**config.mk**
```make
export PLATFORM = sky130hd
export DESIGN_NAME = bounded_deque_with_indexed_read
export DESIGN_NICKNAME = d
export VERILOG_FILES = /design/src/bdq_pkg.sv /design/src/bdq_ctrl.sv /design/src/bounded_deque_with_indexed_read.sv
export SDC_FILE = /design/constraint.sdc
export NUM_CORES = 1
export LEC_CHECK = 0
export BUFFER_PORTS_ARGS = -buffer_cell sky130_fd_sc_hd__buf_2
export CAP_MARGIN = 30
export CORE_MARGIN = 3
export CORE_UTILIZATION = 35
export DETAILED_ROUTE_END_ITERATION = 10
export HOLD_SLACK_MARGIN = 0.1
export PLACE_DENSITY = 0.49
export SETUP_SLACK_MARGIN = 0.4
export SLEW_MARGIN = 20
export SYNTH_ARGS = -nofsm -noshare
export SYNTH_HDL_FRONTEND = slang
export SYNTH_HIERARCHICAL = 1
export SYNTH_SLANG_ARGS = --single-unit
```
**constraint.sdc**
```tcl
create_clock -name clk -period 6.9 [get_ports clk]
set_input_delay 0.345 -clock clk [delete_from_list [all_inputs] [get_ports clk]]
set_output_delay 0.345 -clock clk [all_outputs]
set_load 0.005 [all_outputs]
```
**src/bdq_pkg.sv**
```systemverilog
// Package for the bounded deque: command and status codes, field widths and
// the memory operation record passed from the control unit to the top level.
// No dependencies.
`timescale 1ns / 1ps

package bdq_pkg;

	localparam int CmdW = 3;
	localparam int ValW = 32;
	localparam int IdxW = 8;
	localparam int StW  = 2;

	typedef enum logic [CmdW-1:0] {
		CMD_PUSH_FRONT = 3'd0,
		CMD_PUSH_BACK  = 3'd1,
		CMD_POP_FRONT  = 3'd2,
		CMD_POP_BACK   = 3'd3,
		CMD_READ       = 3'd4
	} cmd_t;

	typedef enum logic [StW-1:0] {
		ST_OK        = 2'd0,
		ST_EMPTY_POP = 2'd1,
		ST_BAD_INDEX = 2'd2,
		ST_FULL_PUSH = 2'd3
	} status_t;

	typedef struct packed {
		logic    wr_en;
		logic    rd_en;
		status_t status;
	} mem_op_t;

endpackage

```
**src/bdq_ctrl.sv**
```systemverilog
// Deque control: front pointer and count registers, command decode and the
// ring address of the entry that a command touches.
// Depends on bdq_pkg.
`timescale 1ns / 1ps

module bdq_ctrl import bdq_pkg::*; #(
	parameter int DEPTH = 16,
	localparam int PtrW = $clog2(DEPTH),
	localparam int CntW = $clog2(DEPTH + 1)
) (
	input  logic                   clk,
	input  logic                   arst_n,
	input  logic                   accept,
	input  cmd_t                   command,
	input  logic [IdxW-1:0]        index,
	output mem_op_t                op,
	output logic [PtrW-1:0]        addr,
	output logic [CntW-1:0]        count_nxt
);

	localparam int CmpW = (CntW > IdxW) ? CntW : IdxW;

	logic [PtrW-1:0] front_q;
	logic [CntW-1:0] count_q;
	logic [PtrW-1:0] front_nxt;
	logic            full;
	logic            empty;
	logic            idx_ok;
	logic [PtrW-1:0] front_dec;
	logic [PtrW-1:0] front_inc;

	function automatic logic [PtrW-1:0] wrap_add(logic [PtrW-1:0] base, logic [PtrW-1:0] ofs);
		logic [PtrW:0] sum;
		sum = {1'b0, base} + {1'b0, ofs};
		if (sum >= (PtrW+1)'(DEPTH)) begin
			sum = sum - (PtrW+1)'(DEPTH);
		end
		return sum[PtrW-1:0];
	endfunction

	assign full      = (count_q == CntW'(DEPTH));
	assign empty     = (count_q == '0);
	assign idx_ok    = (CmpW'(index) < CmpW'(count_q));
	assign front_dec = (front_q == '0) ? PtrW'(DEPTH - 1) : front_q - 1'b1;
	assign front_inc = (front_q == PtrW'(DEPTH - 1)) ? '0 : front_q + 1'b1;

	always_comb begin
		op        = '{wr_en: 1'b0, rd_en: 1'b0, status: ST_OK};
		addr      = front_q;
		front_nxt = front_q;
		count_nxt = count_q;
		unique case (command)
			CMD_PUSH_FRONT: begin
				if (full) begin
					op.status = ST_FULL_PUSH;
				end else begin
					op.wr_en  = 1'b1;
					addr      = front_dec;
					front_nxt = front_dec;
					count_nxt = count_q + 1'b1;
				end
			end
			CMD_PUSH_BACK: begin
				if (full) begin
					op.status = ST_FULL_PUSH;
				end else begin
					op.wr_en  = 1'b1;
					addr      = wrap_add(front_q, count_q[PtrW-1:0]);
					count_nxt = count_q + 1'b1;
				end
			end
			CMD_POP_FRONT: begin
				if (empty) begin
					op.status = ST_EMPTY_POP;
				end else begin
					front_nxt = front_inc;
					count_nxt = count_q - 1'b1;
				end
			end
			CMD_POP_BACK: begin
				if (empty) begin
					op.status = ST_EMPTY_POP;
				end else begin
					count_nxt = count_q - 1'b1;
				end
			end
			CMD_READ: begin
				if (!idx_ok) begin
					op.status = ST_BAD_INDEX;
				end else begin
					op.rd_en = 1'b1;
					addr     = wrap_add(front_q, PtrW'(index));
				end
			end
			default: begin
			end
		endcase
	end

	always_ff @(posedge clk or negedge arst_n) begin
		if (!arst_n) begin
			front_q <= '0;
			count_q <= '0;
		end else if (accept) begin
			front_q <= front_nxt;
			count_q <= count_nxt;
		end
	end

endmodule

```
**src/bounded_deque_with_indexed_read.sv**
```systemverilog
// Bounded deque of signed 32-bit words with indexed read: top level with the
// entry memory and the result register.
// Depends on bdq_pkg and bdq_ctrl.
//
// Usage: one command per transaction on the s_ channel (push front, push back,
// pop front, pop back, read at a position from the front). Each command gives
// exactly one result transaction on the m_ channel carrying the read word, a
// status code, the empty flag and the count after the command.
// The result is registered and valid in the cycle after the command is accepted;
// the entry memory is synchronous and its registered read port delivers the word.
// Throughput: one command per cycle while the receiver takes every result;
// s_tready stays high as long as the result register is empty or being taken.
// A stalled receiver holds the result and stalls the input after one command.
// Reset clears the front pointer, the count and the result register, so the
// deque starts empty; the memory is not cleared, since no position below the
// count is ever unwritten.
// Failed pushes, pops and reads report their status and leave the deque as is.
`timescale 1ns / 1ps

module bounded_deque_with_indexed_read import bdq_pkg::*; #(
	parameter int DEPTH = 16,
	localparam int CntW = $clog2(DEPTH + 1),
	localparam int InW  = ((CmdW + ValW + IdxW + 7) / 8) * 8,
	localparam int OutW = ((ValW + StW + 1 + CntW + 7) / 8) * 8
) (
	input  logic            clk,
	input  logic            arst_n,
	input  logic            s_tvalid,
	output logic            s_tready,
	input  logic [InW-1:0]  s_tdata,  // command, value, index
	output logic            m_tvalid,
	input  logic            m_tready,
	output logic [OutW-1:0] m_tdata   // read_data, status, is_empty, item_count
);

	localparam int PtrW = $clog2(DEPTH);

	logic                   accept;
	cmd_t                   command;
	logic signed [ValW-1:0] value;
	logic [IdxW-1:0]        index;
	mem_op_t                op;
	logic [PtrW-1:0]        addr;
	logic [CntW-1:0]        count_nxt;

	logic signed [ValW-1:0] mem [DEPTH];
	logic signed [ValW-1:0] rdata_s1;
	logic                   valid_s1;
	logic                   rd_s1;
	status_t                status_s1;
	logic [CntW-1:0]        count_s1;
	logic signed [ValW-1:0] read_data;
	logic                   is_empty;

	assign command = cmd_t'(s_tdata[CmdW-1:0]);
	assign value   = s_tdata[CmdW+ValW-1:CmdW];
	assign index   = s_tdata[CmdW+ValW+IdxW-1:CmdW+ValW];

	assign s_tready = !valid_s1 || m_tready;
	assign accept   = s_tvalid && s_tready;

	bdq_ctrl #(
		.DEPTH(DEPTH)
	) u_ctrl (
		.clk      (clk),
		.arst_n   (arst_n),
		.accept   (accept),
		.command  (command),
		.index    (index),
		.op       (op),
		.addr     (addr),
		.count_nxt(count_nxt)
	);

	always_ff @(posedge clk) begin
		if (accept && op.wr_en) begin
			mem[addr] <= value;
		end
		if (accept && op.rd_en) begin
			rdata_s1 <= mem[addr];
		end
	end

	always_ff @(posedge clk or negedge arst_n) begin
		if (!arst_n) begin
			valid_s1  <= 1'b0;
			rd_s1     <= 1'b0;
			status_s1 <= ST_OK;
			count_s1  <= '0;
		end else if (accept) begin
			valid_s1  <= 1'b1;
			rd_s1     <= op.rd_en;
			status_s1 <= op.status;
			count_s1  <= count_nxt;
		end else if (m_tready) begin
			valid_s1 <= 1'b0;
		end
	end

	assign read_data = rd_s1 ? rdata_s1 : '0;
	assign is_empty  = (count_s1 == '0);
	assign m_tvalid  = valid_s1;
	assign m_tdata   = OutW'({count_s1, is_empty, status_s1, read_data});

	a_read_ok: assert property (@(posedge clk) disable iff (!arst_n)
		valid_s1 && rd_s1 |-> status_s1 == ST_OK && count_s1 != '0)
		else $error("read result without ok status or with empty deque");

	a_count_bound: assert property (@(posedge clk) disable iff (!arst_n)
		count_s1 <= CntW'(DEPTH))
		else $error("count exceeds depth");

	a_accept_result: assert property (@(posedge clk) disable iff (!arst_n)
		accept |=> valid_s1)
		else $error("accepted command gave no result");

	a_full_push: assert property (@(posedge clk) disable iff (!arst_n)
		valid_s1 && status_s1 == ST_FULL_PUSH |-> count_s1 == CntW'(DEPTH))
		else $error("full push flagged while not full");

	a_empty_pop: assert property (@(posedge clk) disable iff (!arst_n)
		valid_s1 && status_s1 == ST_EMPTY_POP |-> count_s1 == '0)
		else $error("empty pop flagged while not empty");

endmodule
```
### Word level (Yosys, flattened, before mapping)

Memories as Yosys holds them, arrays and structs flattened. A register that Yosys moved wholly into a read port is not among the register bits.
Index checks and enable logic that the tools add are counted.

| operators by class | value |
|---|---|
| add/sub/neg operators | 8 |
| order comparisons | 3 |
| equality and inequality tests | 9 |
| muxes and demuxes | 26 |
| reductions and logical operators | 15 |

Operators with widths:

| kind | count |
|---|---|
| $mux 32 | 1 |
| $mux 4 | 8 |
| $pmux 4 s3 | 1 |
| $sub 4x1->4 const B | 3 |
| $add 4x4->5 | 2 |
| $ge 5x5->1 const B | 2 |
| $mux 5 | 2 |
| $pmux 5 s2 | 1 |
| $mux 1 | 9 |
| $lt 8x5->1 | 1 |
| $pmux 4 s2 | 1 |
| $eq 3x2->1 const B | 2 |
| $ne 2x2->1 const B | 3 |
| $pmux 2 s3 | 1 |
| $reduce_bool 2->1 | 3 |
| $add 5x1->5 const B | 1 |
| $eq 5x5->1 const B | 1 |
| $logic_not 5->1 | 1 |
| $sub 5x1->5 const B | 1 |
| $add 4x1->4 const B | 1 |
| $eq 4x4->1 const B | 1 |
| $logic_not 4->1 | 1 |
| $mux 2 | 2 |
| $reduce_and 4->1 | 1 |
| other kinds (8) | 11 |

| storage, ports and cells | value |
|---|---|
| flip-flop bits (word level) | 13 |
| bits in writable memories | 512 |
| bits of input ports | 52 |
| memories | 1 |

Memory list:

| name | words | width | rd ports | clocked after Yosys merged registers in | write ports | RTL line | text |
|---|---|---|---|---|---|---|---|
| mem | 16 | 32 | 1 | 1 | 1 | bounded_deque_with_indexed_read.sv:46 | `logic signed [ValW-1:0] mem [DEPTH];` |

### Depth between registers and ports, before layout

| depth | value |
|---|---|
| depth after elaboration | 6 |
| depth in mapped cells | 14 |
| gate-level depth less buffers | 10 |

### Modules after synthesis

The synthesis kept the hierarchy.

Modules (own cells, without submodules):

| module | instances | cells each | area each (um^2) |
|---|---|---|---|
| bounded_deque_with_indexed_read | 1 | 904 | 20,791.2 |
| bdq_ctrl | 1 | 173 | 1,342.5 |

### Worst setup path before layout

No wires, ideal clock.

| timing | value |
|---|---|
| path type | register -> register |
| start | register u_ctrl.count_q[3] |
| end | memory mem[0][0] (enable) |
| data arrival time | 4.807 ns |
| required time | 6.439 ns |
| slack | 1.632 ns |
| stages on the path, launching flop included | 13 |
| path buffers | 4 |
| clock period less this slack | 5.268 ns |
| path through | dfrtp_1 -> buf_2 -> inv_1 -> ha_1 -> a21oi_1 -> o211ai_1 -> a311o_1 -> a221o_1 -> clkbuf_1 -> buf_6 -> buf_4 -> nand4bb_1 -> nor3_1 |

| between the ends | value |
|---|---|
| elaborated cells between the ends (all ways) | 15 |
| classes of those cells | add/sub (2); order compare (2); eq/ne (1); mux (9); reduce/logical (1) |

RTL lines:

| what | RTL line | text |
|---|---|---|
| start, declared | bdq_ctrl.sv:24 | `logic [CntW-1:0] count_q;` |
| start signal, assigned | bdq_ctrl.sv:106 | `count_q <= count_nxt;` |
| $add 4x4->5 | bdq_ctrl.sv:34 | `sum = {1'b0, base} + {1'b0, ofs};` |
| $ge 5x5->1 | bdq_ctrl.sv:35 | `if (sum >= (PtrW+1)'(DEPTH)) begin` |
| $mux 4 | bdq_ctrl.sv:35 |  |
| $mux 4 | bdq_ctrl.sv:64 | `if (full) begin` |
| $pmux 4 s3 * | bdq_ctrl.sv:52 | `unique case (command)` |
| named net addr[0] | bounded_deque_with_indexed_read.sv:43 | `logic [PtrW-1:0] addr;` |
| end, declared | bounded_deque_with_indexed_read.sv:46 |  |

The timed path passes the listed nets; every way through them passes the cells marked *.

### Worst setup path after layout

| timing | value |
|---|---|
| start | register u_ctrl.count_q[3] |
| end | memory mem[10][13] (enable) |

The elaborated chain is that of the path after synthesis.

==> impl_metrics.json <==
{
  "layout-drive-gt1-share": 0.290,
  "pwr_density_cell_nw_per_um2": 367,
  "ir_drop_uv": 284,
  "max_freq_mhz": 209,
  "final_antenna_net_count": 0,
  "clk_latency_ns": 0.62,
  "row_count": 91,
  "start_util": 0.356,
  "r2r_start": "u_ctrl/count_q[3]",
  "crit_required_ns": 7.20,
  "vias": 10800,
  "worstSetupPathType": "register to register",
  "gp_congestion": 0.743,
  "grt_pass1_vias": 11400,
  "final_nets": 1296,
  "hp-class": "input port to register",
  "die-area_um2": 66300,
  "hold_depth": 1,
  "grt_pass1_wl_um": 76200,
  "drv_slew": 0,
  "rr_worst_depth": 9,
  "synth_cell_type_count": 55,
  "synthMuxAreaShare": 0.136,
  "synth-main-ff-cell": "edfxtp_1",
  "relSlewSlack": 0.354,
  "r2r-end": "mem[10][13]",
  "cp-end-kind": "register",
  "syn2layout_area_growth_pct": 17.5,
  "synthCells": 1077,
  "final.setup.tns_ns": 0,
  "synth_top_family_by_area": "multiplexers",
  "hp-start": "s_tdata[20]",
  "synth_nets": 1146,
  "fp.dieH_um": 257,
  "cts_root_buf": "clkbuf_16",
  "synth_xor_area_frac": 0.00317,
  "yosysTopAreaCell": "edfxtp_1",
  "clk_pin_slew_ns": 0.06,
  "wl_um": 51200,
  "dr.pass1.iters": 5,
  "final-setup-viol-count": 0,
  "cp-start-kind": "register",
  "fin_ws_ns": 2.13,
  "htree_levels": 2,
  "antenna_found_initial": 3,
  "overflow": 0,
  "design_area_um2": 26000,
  "post-place-ws_ns": 2.08,
  "synth_seq_area_share": 0.758,
  "synth-simple-area-share": 0.0374,
  "timing.hold.ws_ns": 0.134,
  "hold_buffers": 30,
  "worstMarginPinSlew_ns": 0.966,
  "die-width_um": 257,
  "cts_setup_buffers": 0,
  "ys_ff_latch": 562,
  "cts_tree": "done",
  "syn_avg_cell_area_um2": 20.6,
  "synth-edff-count": 544,
  "power.leakage_uw": 0.00851,
  "rsz0062_at_grt": "no",
  "drtIter0Drc": 822,
  "io_pins": 94,
  "synthAdderAreaFrac": 0.0103,
  "clk_path_buf_depth": 3,
  "grt_max_degree": 97,
  "synth_area_leaders": "edfxtp_1 (74%), mux4_2 (13%), a22oi_1 (2.2%)",
  "synth_top_cell_area_share": 0.738,
  "reg2reg_slack_ns": 2.13,
  "cts_made_buffers": 61,
  "final_common_cell": "edfxtp_1",
  "post_dp_cell_area_um2": 23800,
  "mappedNetlistArea_um2": 22100,
  "status": "finished clean",
  "worst_ep_arrival_time_ns": 5.07,
  "drv_cap": 0,
  "portBuffers": 88,
  "synth_compound_area_frac": 0.0389,
  "cts_sinks": 562,
  "coreArea_um2": 62200,
  "finClkSkew_ns": 0.0202,
  "diodes": 0,
  "min_to": "mem[14][17]",
  "grtUsageTotal": 0.155,
  "fin_crit_sh": 0.692,
  "path_max_fanout": 37,
  "synthArstFlopShare": 0.0320,
  "fin_crit_ns": 4.77,
  "avgRoutedWirePerCell_um": 24.2,
  "drc": 0,
  "synth_warnings": 6,
  "finalHoldViolCount": 0,
  "vias_per_cell": 5.13,
  "crit_path_start": "u_ctrl/count_q[3]",
  "cts_resized": 0,
  "layout_common_cells": "edfxtp_1 (544), mux4_2 (128), buf_2 (88)",
  "dp_hpwl_um": 28900
}
[cell type report]
cell class | count | area [µm²]
sequential | 562 | 16800
clock buffer | 74 | 1600
inverter | 9 | 33.8
multi-input combinational | 443 | 5160
tap | 837 | 1050
timing repair buffer | 150 | 1030
clock inverter | 39 | 364
fill | 5535 | 36200
[synth_stat cells (all sizes together), types with 4 or more instances]
cell,count
edfxtp,544
mux4,128
a22oi,66
nand2,47
and2,36
clkbuf,35
nor2,30
buf,28
dfrtp,18
ha,15
nand2b,12
o21ai,12
a21oi,11
inv,9
nor3,9
mux2,8
o211ai,5
xnor2,5
nand3,4
nor2b,4
[state kept, by name (all words and copies together), names as in the netlist]
name	cells
status_s1	2
u_ctrl/front_q	4
rdata_s1	32
mem	512
u_ctrl/count_q	5
rd_s1	1
m_tvalid	1
count_s1	5
[per-stage QoR]
stage | utilization | total power (µW) | instances
3_3_place_gp | 0.382 | 6470 | 1970
3_5_place_dp | 0.382 | 6490 | 1971
4_1_cts | 0.418 | 9710 | 2114
6_report | 0.418 | 9560 | 2114
5_1_grt | 0.418 | 10000 | 2114
2_1_floorplan | - | 5780 | 1077
[cells by family (layout without fill, tap and decap cells)]
logic type | Yosys count | count (layout)
compound gates | 120 | 120
xor+xnor | 8 | 8
fa+ha+maj | 17 | 17
buf+inv | 72 | 272
flops | 562 | 562
mux | 139 | 139
simple gates | 159 | 159
[routing by layer]
layer,vias to the layer above,share of wire,GRT usage
li1,4776,-,-
met1,5752,0.46,0.222
met2,255,0.48,0.250
met3,62,0.046,0.0246
met4,4,0.018,0.0395
met5,-,0.00066,0
[how the worst max path moves through the flow]
stage | to | slack, ns | cells past startpoint
floorplan | mem[0][0] | 1.63 | 12
global placement | mem[13][28] | 2.02 | 9
detailed placement | mem[9][28] | 2.08 | 9
CTS | mem[9][23] | 2.03 | 9
global route | mem[9][20] | 1.64 | 9
finish | mem[10][13] | 2.13 | 9
[power breakdown]
part	switching (µW)	total, µW	internal, µW	leakage, µW
Combinational	1320	2380	1050	0.00244
Clock	1320	3180	1870	0.000955
Sequential	99.5	4000	3900	0.00512
[critical path: stages (launching register included)]
cell and delay [ns]:
dfrtp_1 0.55, inv_1 0.16, ha_1 0.32, a21oi_1 0.16, o211ai_1 0.15, a311o_1 0.42
a221o_4 0.75, nand4b_1 0.60, nor2_4 0.90, buf_4 0.41
Power figures use the tool's default switching activity.
